File: src/rtl/assert_macros.svh
// Assertion macros for the display writer; the nibble sequencer includes them.
`ifndef ASSERT_MACROS_SVH
`define ASSERT_MACROS_SVH

// Checked on every rising edge of i_clk while i_rst_n is high.
`define ASSERT_CLK(lbl, prop, msg) \
    lbl: assert property (@(posedge i_clk) disable iff (!i_rst_n) prop) else $error(msg);

// Checked on every rising edge of i_clk, during reset too.
`define ASSERT_ALWAYS(lbl, prop, msg) \
    lbl: assert property (@(posedge i_clk) prop) else $error(msg);

`endif

File: src/rtl/cln_pkg.sv
// Types, constants and command tables of the character display nibble writer.
`default_nettype none

package cln_pkg;

    // Field and state widths.
    localparam int unsigned NIB_W   = 4;
    localparam int unsigned BYTE_W  = 8;
    localparam int unsigned COL_W   = 6;
    localparam int unsigned LINE_W  = 2;
    localparam int unsigned STEP_W  = 5;

    // Defaults handed down from the top level.
    localparam int unsigned DEFAULT_LINE_CHARS  = 20;
    localparam int unsigned DEFAULT_QUEUE_DEPTH = 2;

    // Request codes; a queued job carries the same code as its kind.
    typedef enum logic [1:0] {
        REQ_CHAR  = 2'd0,
        REQ_LINE  = 2'd1,
        REQ_CLEAR = 2'd2,
        REQ_INIT  = 2'd3
    } t_req;

    // DDRAM address commands of the four lines.
    localparam logic [BYTE_W-1:0] CMD_LINE1 = 8'h80;
    localparam logic [BYTE_W-1:0] CMD_LINE2 = 8'hC0;
    localparam logic [BYTE_W-1:0] CMD_LINE3 = 8'h94;
    localparam logic [BYTE_W-1:0] CMD_LINE4 = 8'hD4;

    // Initialization commands.
    localparam logic [NIB_W-1:0]  NIB_WAKE     = 4'h3;
    localparam logic [NIB_W-1:0]  NIB_FOUR_BIT = 4'h2;
    localparam logic [BYTE_W-1:0] CMD_FUNC_SET = 8'h28;
    localparam logic [BYTE_W-1:0] CMD_CLEAR    = 8'h01;
    localparam logic [BYTE_W-1:0] CMD_SHIFT    = 8'h10;
    localparam logic [BYTE_W-1:0] CMD_ENTRY    = 8'h06;
    localparam logic [BYTE_W-1:0] CMD_DISP_ON  = 8'h0C;

    // Step numbers of the final nibble of each run.
    localparam logic [STEP_W-1:0] STEP_PAIR_LAST  = 5'd1;
    localparam logic [STEP_W-1:0] STEP_WRAP_LAST  = 5'd3;
    localparam logic [STEP_W-1:0] STEP_CLEAR_LAST = 5'd3;
    localparam logic [STEP_W-1:0] STEP_INIT_LAST  = 5'd17;
    // A clear run is the tail of the init run.
    localparam logic [STEP_W-1:0] CLEAR_BASE      = 5'd14;
    localparam logic [STEP_W-1:0] INIT_LEAD_STEPS = 5'd4;

    // One decoded job handed from the front to the back.
    typedef struct packed {
        t_req              kind;
        logic [BYTE_W-1:0] data;
        logic              wrap;
        logic [LINE_W-1:0] line;
    } t_job;

    // Address command of a line.
    function automatic logic [BYTE_W-1:0] line_addr(input logic [LINE_W-1:0] idx);
        logic [BYTE_W-1:0] cmd;
        case (idx)
            2'd0:    cmd = CMD_LINE1;
            2'd1:    cmd = CMD_LINE2;
            2'd2:    cmd = CMD_LINE3;
            default: cmd = CMD_LINE4;
        endcase
        return cmd;
    endfunction

    // Byte commands of the init run after the four lead nibbles.
    function automatic logic [BYTE_W-1:0] init_byte(input logic [2:0] k);
        logic [BYTE_W-1:0] cmd;
        case (k)
            3'd0:    cmd = CMD_FUNC_SET;
            3'd1:    cmd = CMD_CLEAR;
            3'd2:    cmd = CMD_SHIFT;
            3'd3:    cmd = CMD_ENTRY;
            3'd4:    cmd = CMD_DISP_ON;
            3'd5:    cmd = CMD_CLEAR;
            default: cmd = CMD_LINE1;
        endcase
        return cmd;
    endfunction

    // Nibble at a given step of the init run.
    function automatic logic [NIB_W-1:0] init_nibble(input logic [STEP_W-1:0] idx);
        logic [STEP_W-1:0] off;
        logic [BYTE_W-1:0] cmd;
        logic [NIB_W-1:0]  nib;
        off = idx - INIT_LEAD_STEPS;
        cmd = init_byte(off[3:1]);
        if (idx < INIT_LEAD_STEPS) begin
            nib = (idx == INIT_LEAD_STEPS - 5'd1) ? NIB_FOUR_BIT : NIB_WAKE;
        end else begin
            nib = off[0] ? cmd[3:0] : cmd[7:4];
        end
        return nib;
    endfunction

endpackage

`default_nettype wire

File: src/rtl/cln_stream_if.sv
// Valid/ready channel interfaces for requests and for bus nibbles.
`default_nettype none

interface cln_req_if;
    logic       valid;
    logic       ready;
    logic [1:0] req_type;
    logic [7:0] value;

    modport source (output valid, output req_type, output value, input ready);
    modport sink   (input valid, input req_type, input value, output ready);
endinterface

interface cln_nib_if;
    logic       valid;
    logic       ready;
    logic [3:0] nibble;
    logic       reg_select;
    logic       last;

    modport source (output valid, output nibble, output reg_select, output last, input ready);
    modport sink   (input valid, input nibble, input reg_select, input last, output ready);
endinterface

`default_nettype wire

File: src/rtl/cln_front.sv
// Request front end: decodes requests and tracks column and line.
`default_nettype none

module cln_front #(
    parameter int unsigned LINE_CHARS = cln_pkg::DEFAULT_LINE_CHARS
) (
    input  wire logic         i_clk,
    input  wire logic         i_rst_n,
    cln_req_if.sink           i_req,
    input  wire logic         i_full,
    output logic              o_push,
    output cln_pkg::t_job     o_job
);
    import cln_pkg::*;

    localparam logic [COL_W-1:0] LINE_LIMIT = COL_W'(LINE_CHARS);

    logic [COL_W-1:0]  r_column, n_column;
    logic [LINE_W-1:0] r_line, n_line;
    logic [COL_W-1:0]  col_inc;
    logic              wrap;
    t_req              req;

    // A request is taken whenever the job queue has room.
    assign i_req.ready = !i_full;
    assign o_push      = i_req.valid && !i_full;

    assign req     = t_req'(i_req.req_type);
    assign col_inc = r_column + COL_W'(1);
    assign wrap    = (col_inc >= LINE_LIMIT);

    // Decode the request into a job and the position after it.
    always_comb begin
        n_column   = r_column;
        n_line     = r_line;
        o_job.kind = req;
        o_job.data = i_req.value;
        o_job.wrap = 1'b0;
        o_job.line = '0;
        unique case (req)
            REQ_CHAR: begin
                o_job.wrap = wrap;
                o_job.line = r_line + LINE_W'(1);
                if (wrap) begin
                    n_column = '0;
                    n_line   = r_line + LINE_W'(1);
                end else begin
                    n_column = col_inc;
                end
            end
            REQ_LINE: begin
                o_job.line = i_req.value[LINE_W-1:0] - LINE_W'(1);
                n_column   = '0;
                n_line     = i_req.value[LINE_W-1:0] - LINE_W'(1);
            end
            REQ_CLEAR, REQ_INIT: begin
                n_column = '0;
                n_line   = '0;
            end
        endcase
    end

    // Position registers follow each accepted transfer.
    always_ff @(posedge i_clk) begin
        if (!i_rst_n) begin
            r_column <= '0;
            r_line   <= '0;
        end else if (o_push) begin
            r_column <= n_column;
            r_line   <= n_line;
        end
    end

endmodule

`default_nettype wire

File: src/rtl/cln_queue.sv
// Short job queue between the front end and the nibble sequencer.
`default_nettype none

module cln_queue #(
    parameter int unsigned DEPTH = cln_pkg::DEFAULT_QUEUE_DEPTH
) (
    input  wire logic           i_clk,
    input  wire logic           i_rst_n,
    input  wire logic           i_push,
    input  wire cln_pkg::t_job  i_job,
    output logic                o_full,
    output logic                o_valid,
    output cln_pkg::t_job       o_job,
    input  wire logic           i_pop
);
    import cln_pkg::*;

    localparam int unsigned PTR_W = (DEPTH > 1) ? $clog2(DEPTH) : 1;
    localparam int unsigned CNT_W = $clog2(DEPTH + 1);
    localparam logic [PTR_W-1:0] PTR_LAST = PTR_W'(DEPTH - 1);
    localparam logic [CNT_W-1:0] CNT_FULL = CNT_W'(DEPTH);

    t_job             r_mem [DEPTH];
    logic [PTR_W-1:0] r_wr_ptr, r_rd_ptr;
    logic [CNT_W-1:0] r_count;

    assign o_full  = (r_count == CNT_FULL);
    assign o_valid = (r_count != '0);
    assign o_job   = r_mem[r_rd_ptr];

    // Entry storage.
    always_ff @(posedge i_clk) begin
        if (i_push) begin
            r_mem[r_wr_ptr] <= i_job;
        end
    end

    // Pointers and fill count.
    always_ff @(posedge i_clk) begin
        if (!i_rst_n) begin
            r_wr_ptr <= '0;
            r_rd_ptr <= '0;
            r_count  <= '0;
        end else begin
            if (i_push) begin
                r_wr_ptr <= (r_wr_ptr == PTR_LAST) ? '0 : r_wr_ptr + PTR_W'(1);
            end
            if (i_pop) begin
                r_rd_ptr <= (r_rd_ptr == PTR_LAST) ? '0 : r_rd_ptr + PTR_W'(1);
            end
            if (i_push && !i_pop) begin
                r_count <= r_count + CNT_W'(1);
            end else if (i_pop && !i_push) begin
                r_count <= r_count - CNT_W'(1);
            end
        end
    end

endmodule

`default_nettype wire

File: src/rtl/cln_back.sv
// Nibble sequencer: walks the head job and drives the output register.
`default_nettype none

module cln_back (
    input  wire logic           i_clk,
    input  wire logic           i_rst_n,
    input  wire logic           i_valid,
    input  wire cln_pkg::t_job  i_job,
    output logic                o_pop,
    cln_nib_if.source           o_nib
);
    import cln_pkg::*;

    `include "assert_macros.svh"

    logic [STEP_W-1:0] r_step;
    logic [STEP_W-1:0] last_step;
    logic [STEP_W-1:0] tab_idx;
    logic [BYTE_W-1:0] cur_byte;
    logic [NIB_W-1:0]  n_nibble;
    logic              n_rs;
    logic              is_last;
    logic              emit;
    logic              r_out_valid;
    logic [NIB_W-1:0]  r_nibble;
    logic              r_rs;
    logic              r_last;

    // A nibble leaves the sequencer whenever the output register is free.
    assign emit  = i_valid && (!r_out_valid || o_nib.ready);
    assign o_pop = emit && is_last;

    assign tab_idx = (i_job.kind == REQ_CLEAR) ? r_step + CLEAR_BASE : r_step;

    // Current nibble, register select and run length.
    always_comb begin
        cur_byte  = line_addr(i_job.line);
        n_rs      = 1'b0;
        last_step = STEP_PAIR_LAST;
        n_nibble  = r_step[0] ? cur_byte[3:0] : cur_byte[7:4];
        unique case (i_job.kind)
            REQ_CHAR: begin
                if (!r_step[1]) begin
                    cur_byte = i_job.data;
                    n_rs     = 1'b1;
                end
                n_nibble  = r_step[0] ? cur_byte[3:0] : cur_byte[7:4];
                last_step = i_job.wrap ? STEP_WRAP_LAST : STEP_PAIR_LAST;
            end
            REQ_LINE: begin
                last_step = STEP_PAIR_LAST;
            end
            REQ_CLEAR: begin
                n_nibble  = init_nibble(tab_idx);
                last_step = STEP_CLEAR_LAST;
            end
            REQ_INIT: begin
                n_nibble  = init_nibble(tab_idx);
                last_step = STEP_INIT_LAST;
            end
        endcase
    end

    assign is_last = (r_step == last_step);

    // Step counter within the head job.
    always_ff @(posedge i_clk) begin
        if (!i_rst_n) begin
            r_step <= '0;
        end else if (emit) begin
            r_step <= is_last ? '0 : r_step + STEP_W'(1);
        end
    end

    // Output register.
    always_ff @(posedge i_clk) begin
        if (!i_rst_n) begin
            r_out_valid <= 1'b0;
        end else if (emit) begin
            r_out_valid <= 1'b1;
        end else if (o_nib.ready) begin
            r_out_valid <= 1'b0;
        end
    end

    always_ff @(posedge i_clk) begin
        if (emit) begin
            r_nibble <= n_nibble;
            r_rs     <= n_rs;
            r_last   <= is_last;
        end
    end

    assign o_nib.valid      = r_out_valid;
    assign o_nib.nibble     = r_nibble;
    assign o_nib.reg_select = r_rs;
    assign o_nib.last       = r_last;

    // The step never runs past the longest run.
    `ASSERT_CLK(a_step_range, r_step <= STEP_INIT_LAST, "step counter out of range")
    // Data register writes come only from characters.
    `ASSERT_CLK(a_rs_char, (emit && n_rs) |-> (i_job.kind == REQ_CHAR), "stray data nibble")
    // The step restarts after the final nibble of a run.
    `ASSERT_CLK(a_step_restart, o_pop |=> (r_step == '0), "step did not restart after a run")

endmodule

`default_nettype wire

File: src/rtl/char_lcd_nibble_writer.sv
// Top level of the character display nibble writer.
// Usage:
//   i_req carries one request per transfer: req_type selects show character,
//   go to line, clear or initialize, and value holds the character code or
//   the line number. o_nib carries one display bus write per transfer: four
//   data bits, the register select bit and a flag on the final nibble of a run.
//   A character gives 2 nibbles, or 4 when the line wraps; go to line gives 2,
//   clear 4, initialize 18.
// Flow:
//   The first nibble of a request is registered in the job queue and then in
//   the output register of the sequencer. The sequencer puts out one nibble
//   per cycle while o_nib.ready is high, through its single output slot. A
//   small job queue lets requests be taken while an earlier run is still
//   going out.
// Reset:
//   Column and line return to the start of line one; queue and output empty.
// Stalls:
//   A low o_nib.ready holds the current nibble; the queue fills and then
//   i_req.ready drops until room frees up.
`default_nettype none

module char_lcd_nibble_writer #(
    parameter int unsigned LINE_CHARS  = cln_pkg::DEFAULT_LINE_CHARS,
    parameter int unsigned QUEUE_DEPTH = cln_pkg::DEFAULT_QUEUE_DEPTH
) (
    input  wire logic  i_clk,
    input  wire logic  i_rst_n,
    cln_req_if.sink    i_req,
    cln_nib_if.source  o_nib
);
    import cln_pkg::*;

    logic push, pop, full, head_valid;
    t_job push_job, head_job;

    // Request decode and position tracking.
    cln_front #(
        .LINE_CHARS (LINE_CHARS)
    ) u_front (
        .i_clk   (i_clk),
        .i_rst_n (i_rst_n),
        .i_req   (i_req),
        .i_full  (full),
        .o_push  (push),
        .o_job   (push_job)
    );

    // Job queue.
    cln_queue #(
        .DEPTH (QUEUE_DEPTH)
    ) u_queue (
        .i_clk   (i_clk),
        .i_rst_n (i_rst_n),
        .i_push  (push),
        .i_job   (push_job),
        .o_full  (full),
        .o_valid (head_valid),
        .o_job   (head_job),
        .i_pop   (pop)
    );

    // Nibble sequencing and output register.
    cln_back u_back (
        .i_clk   (i_clk),
        .i_rst_n (i_rst_n),
        .i_valid (head_valid),
        .i_job   (head_job),
        .o_pop   (pop),
        .o_nib   (o_nib)
    );

endmodule

`default_nettype wire

File: src/flat_wrapper.sv
// flat-port wrapper written by rule: the top's interface ports become plain ports
module char_lcd_nibble_writer_flat import cln_pkg::*;
#(
    parameter int unsigned LINE_CHARS  = cln_pkg::DEFAULT_LINE_CHARS,
    parameter int unsigned QUEUE_DEPTH = cln_pkg::DEFAULT_QUEUE_DEPTH
)
  (i_clk, i_rst_n, i_req_valid, i_req_req_type, i_req_value, i_req_ready, o_nib_valid, o_nib_nibble, o_nib_reg_select, o_nib_last, o_nib_ready);
  cln_req_if i_req_i ();
  cln_nib_if o_nib_i ();
  input  wire logic i_clk;
  input  wire logic i_rst_n;
  input wire logic [$bits(i_req_i.valid)-1:0] i_req_valid;
  input wire logic [$bits(i_req_i.req_type)-1:0] i_req_req_type;
  input wire logic [$bits(i_req_i.value)-1:0] i_req_value;
  output wire logic [$bits(i_req_i.ready)-1:0] i_req_ready;
  output wire logic [$bits(o_nib_i.valid)-1:0] o_nib_valid;
  output wire logic [$bits(o_nib_i.nibble)-1:0] o_nib_nibble;
  output wire logic [$bits(o_nib_i.reg_select)-1:0] o_nib_reg_select;
  output wire logic [$bits(o_nib_i.last)-1:0] o_nib_last;
  input wire logic [$bits(o_nib_i.ready)-1:0] o_nib_ready;
  assign i_req_i.valid = i_req_valid;
  assign i_req_i.req_type = i_req_req_type;
  assign i_req_i.value = i_req_value;
  assign i_req_ready = i_req_i.ready;
  assign o_nib_valid = o_nib_i.valid;
  assign o_nib_nibble = o_nib_i.nibble;
  assign o_nib_reg_select = o_nib_i.reg_select;
  assign o_nib_last = o_nib_i.last;
  assign o_nib_i.ready = o_nib_ready;
  char_lcd_nibble_writer #(.LINE_CHARS(LINE_CHARS), .QUEUE_DEPTH(QUEUE_DEPTH)) u_core (.i_clk(i_clk), .i_rst_n(i_rst_n), .i_req(i_req_i), .o_nib(o_nib_i));
endmodule
File: config.mk
export PLATFORM = sky130hd
export DESIGN_NAME = char_lcd_nibble_writer_flat
export DESIGN_NICKNAME = d
export VERILOG_FILES = /design/src/rtl/cln_pkg.sv /design/src/rtl/cln_stream_if.sv /design/src/rtl/cln_front.sv /design/src/rtl/cln_queue.sv /design/src/rtl/cln_back.sv /design/src/rtl/char_lcd_nibble_writer.sv /design/src/flat_wrapper.sv
export VERILOG_INCLUDE_DIRS = /design/src /design/src/rtl
export SDC_FILE = /design/constraint.sdc
export NUM_CORES = 1
export LEC_CHECK = 0
export BUFFER_PORTS_ARGS = -buffer_cell sky130_fd_sc_hd__buf_2
export CAP_MARGIN = 40
export CORE_UTILIZATION = 50
export CTS_CLUSTER_SIZE = 8
export DETAILED_ROUTE_END_ITERATION = 7
export PLACE_DENSITY = 0.74
export SLEW_MARGIN = 10
export SYNTH_ARGS = -nofsm -noshare
export SYNTH_HDL_FRONTEND = slang
export SYNTH_SLANG_ARGS = --single-unit
File: constraint.sdc
create_clock -name i_clk -period 2.69 [get_ports i_clk]
set_input_delay 0.538 -clock i_clk [delete_from_list [all_inputs] [get_ports i_clk]]
set_output_delay 0.538 -clock i_clk [all_outputs]
set_load 0.03 [all_outputs]
; Word level (Yosys, flattened, before mapping)
; Memory sizes are Yosys's and may differ from the RTL's. A register that Yosys moved wholly into a read port is not among the register bits.
; Index checks and enable logic that the tools add are counted.
[op_classes]
n_addsub = 10
magnitude_cmp = 2
n_eq_ne = 17
n_mux = 30
reduce_logical = 22
[ops]
columns = op, count
row1 = one-hot mux 8 bit (5 select lines), 1
row2 = one-hot mux 7 bit (3 select lines), 1
row3 = one-hot mux 5 bit (4 select lines), 1
row4 = two-way mux 4 bit, 4
row5 = "equality test 2 bit, second input constant", 6
row6 = one-hot mux 6 bit (2 select lines), 1
row7 = two-way mux 1 bit, 11
row8 = two-way mux 5 bit, 2
row9 = two-way mux 2 bit, 4
row10 = two-way mux 8 bit, 1
row11 = one-hot mux 4 bit (2 select lines), 1
row12 = "adder 6 x 1 -> 6 bit, second input constant", 1
row13 = "equality test 2 x 1 -> 1 bit, second input constant", 3
row14 = "equality test 3 x 2 -> 1 bit, second input constant", 2
row15 = "equality test 3 bit, second input constant", 2
row16 = "greater-or-equal comparator 6 x 5 -> 1 bit, second input constant", 1
row17 = zero test 2 bit, 3
row18 = two-way mux 6 bit, 1
row19 = one-hot mux 2 bit (3 select lines), 1
row20 = nonzero test 2 bit, 3
row21 = OR reduction 2 bit, 3
row22 = "adder 5 x 1 -> 5 bit, second input constant", 1
row23 = "adder 5 x 4 -> 5 bit, second input constant", 1
row24 = "equality test 5 x 2 -> 1 bit, second input constant", 1
row25 = 15 further kinds, 25
[totals]
reg_bits = 24
mem_bits_rw = 26
input_bits = 14
wordCells = 92
memories = 1
[mem_list]
columns = memory, words, width, read_ports, rd_ports_with_merged_regs, wr, line
row1 = u_core.u_queue.r_mem, 2, 13, 1, 1, 1, cln_queue.sv:23  ; t_job r_mem [DEPTH];

; Longest topological paths before layout
; Gate-level depths: netlist of run 1.
[depth]
depth_word = 9
mapped_depth = 13
mapped_depth_nobuf = 10

; Cells and area by module
; From an unflattened synthesis of run 1, not the netlist that was laid out.
[unflattened]
hier_cells = 239
hier_area_um2 = 2663.8
[by_module_without_submodules]
columns = mod, instances, cells_each, area_each_um2
row1 = cln_queue, 1, 62, 1153.6
row2 = cln_back, 1, 109, 925.9
row3 = cln_front, 1, 68, 584.3

; Worst setup path before layout of run 1
; No wires, ideal clock.
[synth_timing]
path_kind = register -> register
start = register u_core.u_back.r_step[2]
end = register u_core.u_back.r_nibble[0], in the netlist u_core.u_back.o_nib.nibble[0], data pin
setup_time_ns = 0.256
arrival_ns = 2.406
slack_ns = 0.028
stages_incl_launch_ff = 12
n_path_buf = 1
period_less_slack_ns = 2.662
path_cell_list = dfxtp_1 -> clkbuf_1 -> inv_1 -> ha_1 -> nand2_1 -> o21ai_0 -> ha_1 -> nand2_1 -> nor3_1 -> o21ai_0 -> or3b_1 -> a31o_2
[synth_via]
elab_chain_len = 9
[synth_rtl]
columns = element, line
row1 = start: declaration, cln_back.sv:16  ; logic [STEP_W-1:0] r_step;
row2 = start signal: assignment, cln_back.sv:71  ; r_step <= is_last ? '0 : r_step + STEP_W'(1);
row3 = adder 5 x 4 -> 5 bit, cln_back.sv:33  ; assign tab_idx = (i_job.kind == REQ_CLEAR) ? r_step + CLEAR_BASE : r_step;
row4 = two-way mux 5 bit (*), cln_back.sv:33
row5 = subtractor 4 x 3 -> 4 bit, cln_pkg.sv:89  ; off = idx - INIT_LEAD_STEPS;
row6 = equality test 3 bit or equality test 3 x 1 -> 1 bit (tied branches), cln_pkg.sv:72  ; case (k)
row7 = OR reduction 2 bit (no line), --
row8 = one-hot mux 8 bit (5 select lines), cln_pkg.sv:72
row9 = two-way mux 4 bit, cln_pkg.sv:94  ; nib = off[0] ? cmd[3:0] : cmd[7:4];
row10 = two-way mux 4 bit (*), cln_pkg.sv:91  ; if (idx < INIT_LEAD_STEPS) begin
row11 = one-hot mux 4 bit (2 select lines) (*), cln_back.sv:41  ; unique case (i_job.kind)
row12 = named net u_core.u_back.n_nibble[0], cln_back.sv:20  ; logic [NIB_W-1:0] n_nibble;
row13 = end signal: assignment, cln_back.sv:88  ; r_nibble <= n_nibble;
row14 = end: declaration, cln_back.sv:25  ; logic [NIB_W-1:0] r_nibble;
; Mark *: on every way through the listed nets, which the timed path passes. The rest lies on a longest branch.
; A chain may end at the register's enable or synchronous reset.

==> impl_metrics.env, run 1 <==
export IMPL_crit_arrival_ns=2.76
export IMPL_wl_met1_um=2070
export IMPL_drt_iter0_markers=117
export IMPL_die_w_um=72.6
export IMPL_grt_util_all_layers=0.187
export IMPL_grt_max_degree=19
export IMPL_mostFrequentLayoutCells="edfxtp_1, buf_2, dfxtp_1"
export IMPL_crit_required_ns=2.92
export IMPL_grt_overflow=0
export IMPL_syn_area_um2=2490
export IMPL_gp_congestion=0.865
export IMPL_max_stage_delay_ns=0.40
export IMPL_rsz0062_at_grt="no"
export IMPL_crit_slowest_cell="a2111o_1"
export IMPL_synth_area_top_cells="edfxtp_1, dfxtp_1, ha_1"
export IMPL_avgViaCountPerCell=5.53
export IMPL_hold_start="i_req_value[4]"
export IMPL_cap_viol_max_count=0
export IMPL_hold_class="in -> reg"
export IMPL_worst_path_buf_inv=0
export IMPL_first_global_vias=1648
export IMPL_num_rows=25
export IMPL_start_kind="register"
export IMPL_ys_warn_count=0
export IMPL_hold_depth=1
export IMPL_p_total_mw=2.37
export IMPL_crit_fanout=5
export IMPL_slew_viol_final=0
export IMPL_final_layout_size_suffix_gt1_frac=0.228
export IMPL_leakagePower_nw=1.04
export IMPL_seq_area_frac_synth=0.538
export IMPL_syn_to_final_growth_pct=13.3
export IMPL_routed_top_layer="met4"
export IMPL_synth_edf_count=32
export IMPL_r2r_cells=8
export IMPL_syn_nets=236
export IMPL_wl_per_cell_um=14.4
export IMPL_firstDrtPassIters=4
export IMPL_yosys_register_bits=51
export IMPL_seqCellArea_um2=1340
export IMPL_dr_total_vias=1731
export IMPL_cellPowerDensity_nw_per_um2=837
export IMPL_worstMarginPinSlew_ns=0.666
export IMPL_cts_sinks=51
export IMPL_fin_setup_tns_ns=0
export IMPL_r2r_end="u_core.u_queue.r_count[1]$_SDFFE_PN0P_"
export IMPL_max_slew_margin=0.555
export IMPL_wl_met2_um=2260
export IMPL_antenna_cells=0
export IMPL_async_flop_share=0
export IMPL_reg2reg_slack_ns=0.16
export IMPL_endpoint_kind="register"
export IMPL_syn_inst=215
export IMPL_place_inst=303
export IMPL_setup_viol=0
export IMPL_htree_levels=2
export IMPL_core_um2=4750
export IMPL_synth_top_area_frac=0.385
export IMPL_synth_largest_area_cell="edfxtp_1"
export IMPL_peakVddDrop_mv=0.373
export IMPL_fillers=415
export IMPL_die_h_um=72.6
export IMPL_wl_met3_um=119
export IMPL_antenna_found_initial=0
export IMPL_fin_cells=313
export IMPL_crit_chain="mux2_4 > a2111o_1 > a311oi_2 > nand3_2 > ha_2 > xor2_1 > or3_1 > a21boi_0"
export IMPL_yosys_cell_types_count=53
export IMPL_grt_pass1_wl_um=7490
export IMPL_clkLatencyLatePin_ns=0.30
export IMPL_dp_hpwl_um=3230
export IMPL_finClkSkew_ns=0.00797
export IMPL_synth_avg_cell_area_um2=11.6
export IMPL_ioPinCount=22
export IMPL_postRouteWirelength_um=4490
export IMPL_multiInputGateArea_um2=1090
export IMPL_fin_util=0.594
export IMPL_path_delay_family="compound AO/OA/AOI/OAI gates"
export IMPL_die_area_um2=5270
export IMPL_min_to="u_core.u_queue.r_mem[1][7]$_DFFE_PP_"
export IMPL_clockRootBuffer="clkbuf_8"
export IMPL_start_util=0.524
export IMPL_cts_buffers=5
export IMPL_hold_viol_final=0
export IMPL_mostFrequentLayoutCell="edfxtp_1"
export IMPL_numPortBuffers=21
export IMPL_clkSlewWorstSetupHoldPaths_ns=0.10
export IMPL_fmax_ghz=0.396
export IMPL_antenna_left=0
export IMPL_status="complete, no violations"
export IMPL_timing_final_crit_period_ns=2.53
export IMPL_synth_main_ff_cell="edfxtp_1"
export IMPL_cts_tree="built"
export IMPL_crit_type="reg -> reg"
export IMPL_clk_path_buf_depth=2
export IMPL_post_route_period_util=0.939
export IMPL_drc=0
export IMPL_nets=266
==> where the power goes <==
part | internal [mW] | total, mW | switching, mW
sequential | 0.994 | 1.09 | 0.0966
clock | 0.192 | 0.454 | 0.262
combinational | 0.340 | 0.822 | 0.482
total | 1.53 | 2.37 | 0.841
==> Yosys cell counts (3+ instances only) <==
cell type   n
nor2_1     16
mux2i_1     8
clkbuf_1    6
a31oi_1     3
o211ai_1    3
nand2_1    13
nand4_1     5
nand3_1     4
or3_1       3
and3_1      4
mux4_2      3
dfxtp_1    19
a211oi_1    4
o21ai_0     3
inv_1       3
a21oi_1    10
nor3_1      4
nor2b_1     7
xnor2_1     5
nand2b_1    3
and2_1      6
edfxtp_1   32
xor2_1      9
ha_1        7
==> area by class of cell <==
type                    instances  share of cell area
multi-input cells             150               0.387
repair buffers                 33              0.0691
flip-flops and latches         51               0.475
clock inverters                 3             0.00930
well taps                      67              0.0297
inverters                       4             0.00531
clock buffers                   5              0.0243
==> how the worst max path moves through the flow <==
stage | slack (ns) | to | depth (start not counted)
finish | 0.16 | u_core.u_queue.r_count[1]$_SDFFE_PN0P_ | 8
floorplan | 0.03 | u_core.u_back.o_nib.nibble[0]$_DFFE_PP_ | 11
global route | 0.001 | u_core.u_back.o_nib.nibble[0]$_DFFE_PP_ | 10
global placement | 0.20 | u_core.u_back.o_nib.nibble[0]$_DFFE_PP_ | 10
CTS | 0.09 | u_core.u_queue.r_count[1]$_SDFFE_PN0P_ | 8
detailed placement | 0.13 | u_core.u_back.o_nib.nibble[0]$_DFFE_PP_ | 10
==> cell families after synthesis <==
| family | synth area share |
|---|---|
| buf+inv | 0.0261 |
| compound gates | 0.124 |
| flops | 0.538 |
| fa+ha+maj | 0.0351 |
| xor+xnor | 0.0492 |
| simple gates | 0.154 |
| mux | 0.0743 |
==> layer usage <==
layer  vias up  global-route usage
li1        860                   -
met1       828               0.240
met2        38               0.307
met3         5              0.0401
met4         0              0.0806
met5         -                   0
==> state kept, by name, summed over array words and instances (netlist names), named ones only <==
register                        cells
u_core.u_queue.r_rd_ptr             1
u_core.u_front.r_line               2
u_core.u_back.o_nib.reg_select      1
u_core.u_back.o_nib.valid           1
u_core.u_back.r_step                5
u_core.u_queue.r_wr_ptr             1
u_core.u_queue.r_mem               26
u_core.u_back.o_nib.last            1
u_core.u_front.r_column             6
u_core.u_queue.r_count              2
u_core.u_back.o_nib.nibble          4
==> per-stage QoR <==
| stage | area [um^2] | hold slack, ns | worst slack [ns] |
|---|---|---|---|
| after CTS | 2800 | 0.403 | 0.0865 |
| after detailed placement | 2710 | 0.515 | 0.134 |
| after floorplan | 2490 | 0.473 | 0.0281 |
| after global routing | 2830 | 0.402 | 0.00129 |
| after global placement | 2710 | 0.483 | 0.198 |
| final | 2830 | 0.415 | 0.163 |
==> timing repair <==
item,in CTS,in global routing
endpoints found under the setup margin,0,2
buffers inserted,0,2
hold buffers,0,0
resized for setup,0,4
Note: power is estimated with default switching activity, not from simulation.
==> inputs of run 2 (changes only) <==
Settings changed: ABC_CLOCK_PERIOD_IN_PS set to 2690, CELL_PAD_IN_SITES_DETAIL_PLACEMENT set to 1, CELL_PAD_IN_SITES_GLOBAL_PLACEMENT set to 1, CORE_UTILIZATION 50 to 43, MAX_ROUTING_LAYER set to met4, PLACE_DENSITY 0.74 to 0.78.
==> impl_metrics.env, run 2 (synthesis results as in run 1) <==
export IMPL_leakagePower_nw=1.03
export IMPL_ctsHoldBuffers=0
export IMPL_cellPowerDensity_nw_per_um2=845
export IMPL_numPortBuffers=21
export IMPL_firstDrtPassIters=4
export IMPL_cts_buffers=5
export IMPL_drc=0
export IMPL_peakVddDrop_mv=0.493
export IMPL_mostFrequentLayoutCell="edfxtp_1"
export IMPL_dp_worst_setup_slack_ns=0.0600
export IMPL_clkSlewWorstSetupHoldPaths_ns=0.10
export IMPL_clkLatencyLatePin_ns=0.32
export IMPL_clockRootBuffer="clkbuf_8"
export IMPL_antenna_left=0
export IMPL_rsz0062_at_grt="no"
export IMPL_grt_overflow=0
export IMPL_gp_congestion=0.869
export IMPL_largest_register_ffs=26
export IMPL_final_layout_size_suffix_gt1_frac=0.213
export IMPL_start_util=0.450
export IMPL_top_regs="u_core.u_queue.r_mem (26), u_core.u_front.r_column (6), u_core.u_back.r_step (5)"
export IMPL_fin_util=0.510
export IMPL_fmax_ghz=0.389
export IMPL_antenna_found_initial=0
export IMPL_fillers=612
export IMPL_wl_per_cell_um=15.9
export IMPL_p_total_mw=2.39
export IMPL_setup_viol=0
export IMPL_path_delay_family="compound AO/OA/AOI/OAI gates"
export IMPL_hold_class="in -> reg"
export IMPL_dp_hpwl_um=3600
export IMPL_endpoint_kind="register"
export IMPL_finClkSkew_ns=0.0115
export IMPL_hold_viol_final=0
export IMPL_num_rows=27
export IMPL_clk_path_buf_depth=2
export IMPL_grt_util_all_layers=0.184
export IMPL_syn_to_final_growth_pct=13.2
export IMPL_critPathLaunch="u_core.u_queue.r_mem[0][11]$_DFFE_PP_"
export IMPL_grt_max_degree=24
export IMPL_max_stage_delay_ns=0.43
export IMPL_die_area_um2=6110
export IMPL_die_w_um=78.2
export IMPL_crit_chain="mux2_4 > a2111o_1 > a311oi_4 > nand3_2 > ha_1 > or3_1 > a21boi_0"
export IMPL_crit_slowest_cell="edfxtp_1"
export IMPL_hold_start="i_req_value[3]"
export IMPL_crit_arrival_ns=2.81
export IMPL_fin_area_um2=2820
export IMPL_htree_levels=2
export IMPL_max_slew_margin=0.401
export IMPL_start_kind="register"
export IMPL_multiInputGateArea_um2=1100
export IMPL_slew_viol_final=0
export IMPL_worst_path_buf_inv=0
export IMPL_cap_viol_max_count=0
export IMPL_dr_total_vias=1738
export IMPL_largest_register="u_core.u_queue.r_mem"
export IMPL_ioPinCount=22
export IMPL_first_global_vias=1766
export IMPL_crit_type="reg -> reg"
export IMPL_drt_iter0_markers=61
export IMPL_seqCellArea_um2=1340
export IMPL_fin_setup_tns_ns=0
export IMPL_worstMarginPinSlew_ns=0.897
export IMPL_grt_pass1_wl_um=8400
export IMPL_r2r_start="u_core.u_queue.r_mem[0][11]$_DFFE_PP_"
export IMPL_placed_cell_area_um2=2710
export IMPL_crit_required_ns=2.93
export IMPL_cts_sinks=51
export IMPL_die_h_um=78.2
export IMPL_nets=264
export IMPL_avgViaCountPerCell=5.50
export IMPL_timing_final_crit_period_ns=2.57
export IMPL_post_route_period_util=0.956
export IMPL_antenna_cells=0
export IMPL_mostFrequentLayoutCells="edfxtp_1, buf_2, dfxtp_1"
export IMPL_crit_fanout=4
export IMPL_core_um2=5540
export IMPL_status="complete, no violations"
export IMPL_cts_tree="built"
export IMPL_worst_slack_ns=0.117
export IMPL_postRouteWirelength_um=5030
-- run 2: changes by cell type in the layout (fill, tap and decap cells not counted), sizes merged --
| cell | before | now |
|---|---|---|
| buf | 33 | 31 |
-- run 2: layout make-up --
| cell class | instances | area share |
|---|---|---|
| clock buffer | 5 | 0.0244 |
| multi-input combinational | 150 | 0.390 |
| tap | 72 | 0.0319 |
| sequential | 51 | 0.475 |
| inverter | 4 | 0.00532 |
| timing repair buffer | 31 | 0.0638 |
| clock inverter | 3 | 0.00930 |
-- run 2: layer usage --
layer | GRT usage | vias up | part of all wire
met3 | 0.0279 | 8 | 0.031
met1 | 0.221 | 847 | 0.45
met2 | 0.310 | 27 | 0.50
met4 | 0.0759 | 0 | 0.016
met5 | - | - | 0
li1 | - | 856 | -
-- run 2: metrics by stage --
stage                     hold slack (ns)  cells
after global placement              0.482    307
after CTS                           0.395    315
final                               0.405    316
after floorplan                     0.473    215
after global routing                0.396    316
after detailed placement            0.504    307
-- run 2: power by group --
| part | total [mW] | internal (mW) | switching, mW | leakage (nW) |
|---|---|---|---|---|
| registers | 1.11 | 0.994 | 0.111 | 0.457 |
| clock network | 0.471 | 0.192 | 0.279 | 0.0491 |
| logic | 0.810 | 0.335 | 0.476 | 0.520 |
-- run 2: final timing paths --
kind	endpoint	slack [ns]	depth (start not counted)
min reg2reg	u_core.u_front.r_column[5]$_SDFFE_PN0P_	0.51	1
max	u_core.u_queue.r_count[1]$_SDFFE_PN0P_	0.12	7
min	u_core.u_queue.r_mem[1][6]$_DFFE_PP_	0.40	1
max reg2reg	u_core.u_queue.r_count[1]$_SDFFE_PN0P_	0.12	7
-- run 2: what timing repair did --
| action | CTS | global route |
|---|---|---|
| buffers inserted | 0 | 1 |
| setup endpoints to repair | 0 | 2 |
| gates resized for setup | 0 | 3 |
| endpoints found under the hold margin | 0 | 0 |
==> inputs of run 3 (changes only) <==
Settings changed: ABC_AREA set to 1, CORE_UTILIZATION 43 to 40.
==> impl_metrics.env, run 3 <==
export IMPL_post_cts_buffers=0
export IMPL_path_delay_family="simple AND/OR/NAND/NOR gates"
export IMPL_crit_slowest_cell="dfxtp_1"
export IMPL_dp_hpwl_um=4390
export IMPL_clkLatencyLatePin_ns=0.31
export IMPL_mostFrequentLayoutCells="nand2_1, nor2_1, edfxtp_1"
export IMPL_worst_path_buf_inv=0
export IMPL_p_total_mw=2.60
export IMPL_async_flop_share=0
export IMPL_worstMarginPinSlew_ns=0.319
export IMPL_antenna_found_initial=0
export IMPL_synth_largest_area_cell="edfxtp_1"
export IMPL_crit_required_ns=2.89
export IMPL_firstDrtPassIters=4
export IMPL_synth_main_ff_cell="edfxtp_1"
export IMPL_synth_xor_area_frac=0.0136
export IMPL_ioPinCount=22
export IMPL_post_route_period_util=0.849
export IMPL_crit_arrival_ns=2.48
export IMPL_antenna_cells=0
export IMPL_rsz0062_at_grt="no"
export IMPL_hold_depth=1
export IMPL_synth_area_top_cells="edfxtp_1, dfxtp_1, nand2_1"
export IMPL_antenna_left=0
export IMPL_grt_overflow=0
export IMPL_synth_compound_area_share=0.0784
export IMPL_first_global_vias=2173
export IMPL_synth_top_area_frac=0.372
export IMPL_die_h_um=82.4
export IMPL_start_util=0.427
export IMPL_fmax_ghz=0.438
export IMPL_yosys_register_bits=51
export IMPL_top_regs="u_core.u_queue.r_mem (26), u_core.u_front.r_column (6), u_core.u_back.r_step (5)"
export IMPL_cap_viol_max_count=0
export IMPL_nets=362
export IMPL_drc=0
export IMPL_synth_edf_count=32
export IMPL_synth_top_cells_by_count="nand2_1, nor2_1, edfxtp_1, inv_1, nand3_1"
export IMPL_syn_inst=310
export IMPL_placed_cell_area_um2=2820
export IMPL_seq_area_frac_synth=0.519
export IMPL_final_layout_size_suffix_gt1_frac=0.152
export IMPL_cts_tree="built"
export IMPL_timing_final_crit_period_ns=2.28
export IMPL_slew_viol_final=0
export IMPL_syn_to_final_growth_pct=14.5
export IMPL_yosysMostFrequentCell="nand2_1"
export IMPL_mostFrequentLayoutCell="nand2_1"
export IMPL_holdWs_ns=0.406
export IMPL_syn_area_um2=2580
export IMPL_fin_area_um2=2960
export IMPL_numPortBuffers=21
export IMPL_crit_fanout=15
export IMPL_grt_pass1_wl_um=10300
export IMPL_leakagePower_nw=1.31
export IMPL_fillers=739
export IMPL_avgViaCountPerCell=5.18
export IMPL_setup_viol=0
export IMPL_peakVddDrop_mv=0.442
export IMPL_postRouteWirelength_um=6140
export IMPL_yosys_cell_types_count=31
export IMPL_cts_sinks=51
export IMPL_clkSlewWorstSetupHoldPaths_ns=0.10
export IMPL_crit_type="reg -> reg"
export IMPL_clk_path_buf_depth=2
export IMPL_die_area_um2=6790
export IMPL_num_rows=28
export IMPL_grt_util_all_layers=0.212
export IMPL_max_slew_margin=0.787
export IMPL_path_depth=12
export IMPL_largest_register="u_core.u_queue.r_mem"
export IMPL_finClkSkew_ns=0.00656
export IMPL_start_kind="register"
export IMPL_cts_resized=0
export IMPL_gp_congestion=0.856
export IMPL_largest_register_ffs=26
export IMPL_syn_nets=331
export IMPL_dr_total_vias=2160
export IMPL_r2r_cells=12
export IMPL_ctsHoldBuffers=0
export IMPL_max_stage_delay_ns=0.43
export IMPL_wl_per_cell_um=14.7
export IMPL_core_um2=6060
export IMPL_clockRootBuffer="clkbuf_8"
export IMPL_multiInputGateArea_um2=1080
export IMPL_status="complete, no violations"
export IMPL_cts_buffers=5
export IMPL_synth_top_family_by_area="simple AND/OR/NAND/NOR gates"
export IMPL_drt_iter0_markers=71
export IMPL_seqCellArea_um2=1340
export IMPL_hold_viol_final=0
export IMPL_synth_avg_cell_area_um2=8.34
export IMPL_endpoint_kind="register"
export IMPL_htree_levels=2
export IMPL_ys_warn_count=0
export IMPL_cellPowerDensity_nw_per_um2=878
export IMPL_die_w_um=82.4
export IMPL_cp_common_cell="nand2_1"
export IMPL_grt_max_degree=17
export IMPL_fin_setup_tns_ns=0
export IMPL_synth_simple_area_share=0.294
export IMPL_synthAdderAreaFrac=0.0339
export IMPL_hold_class="in -> reg"
export IMPL_synth_mux_area_frac=0
export IMPL_crit_chain="nand2_1 > nand2_2 > nand2_4 > nand2_1 > nand2_2 > nand2_1 > nand3_2 > ha_1 > a21oi_1 > o21ai_0 > o21ai_0 > a21oi_1"
run 3: layout make-up:
type,instances,area share
Clock buffer,5,0.0232
Clock inverter,3,0.0228
Inverter,33,0.0418
Multi-Input combinational cell,219,0.366
Sequential cell,51,0.453
Tap cell,75,0.0317
Timing Repair Buffer,31,0.0609
run 3: worst reg2reg max path: stages (launching register included):
cell and delay, ns:
dfxtp_1 0.43, nand2_1 0.09, nand2_2 0.27, nand2_4 0.12, nand2_1 0.08, nand2_2 0.08
nand2_1 0.12, nand3_2 0.15, ha_1 0.36, a21oi_1 0.12, o21ai_0 0.12, o21ai_0 0.17
a21oi_1 0.05
run 3: worst paths after layout:
check,startpoint,end,slack [ns]
hold / removal,i_req_value[5],u_core.u_queue.r_mem[0][8]$_DFFE_PP_,0.41
setup / recovery,register,u_core.u_queue.r_count[1]$_SDFFE_PN0P_,0.41
hold reg to reg,u_core.u_front.r_column[5]$_SDFFE_PN0P_,u_core.u_front.r_column[5]$_SDFFE_PN0P_,0.48
setup reg to reg,register,u_core.u_queue.r_count[1]$_SDFFE_PN0P_,0.41
run 3: metal layers:
| layer | global-route usage | wire length (um) | share of wire |
|---|---|---|---|
| met1 | 0.248 | 2840 | 0.46 |
| met2 | 0.370 | 3060 | 0.50 |
| met3 | 0.0297 | 136 | 0.022 |
| met4 | 0.0789 | 104 | 0.017 |
| met5 | - | 0 | 0 |
run 3: kinds of logic (layout without fill, tap and decap cells):
group | after synthesis | after routing
AND/OR/NAND/NOR | 172 | 172
flip-flops | 51 | 51
buffers and inverters | 40 | 72
AO/OA/AOI/OAI | 36 | 36
adder cells (fa/ha/maj) | 7 | 7
XOR/XNOR | 4 | 4
run 3: report_power, final:
part           internal, mW  switching [mW]
combinational         0.297           0.633
clock                 0.371           0.265
sequential            0.981          0.0513
total                  1.65           0.949
run 3: stage by stage:
step / util / setup slack (ns) / cells
2_1_floorplan: - / 0.641 / 310
3_3_place_gp: 0.466 / 0.540 / 409
3_5_place_dp: 0.466 / 0.438 / 409
4_1_cts: 0.488 / 0.386 / 417
5_1_grt: 0.488 / 0.118 / 417
6_report: 0.488 / 0.406 / 417
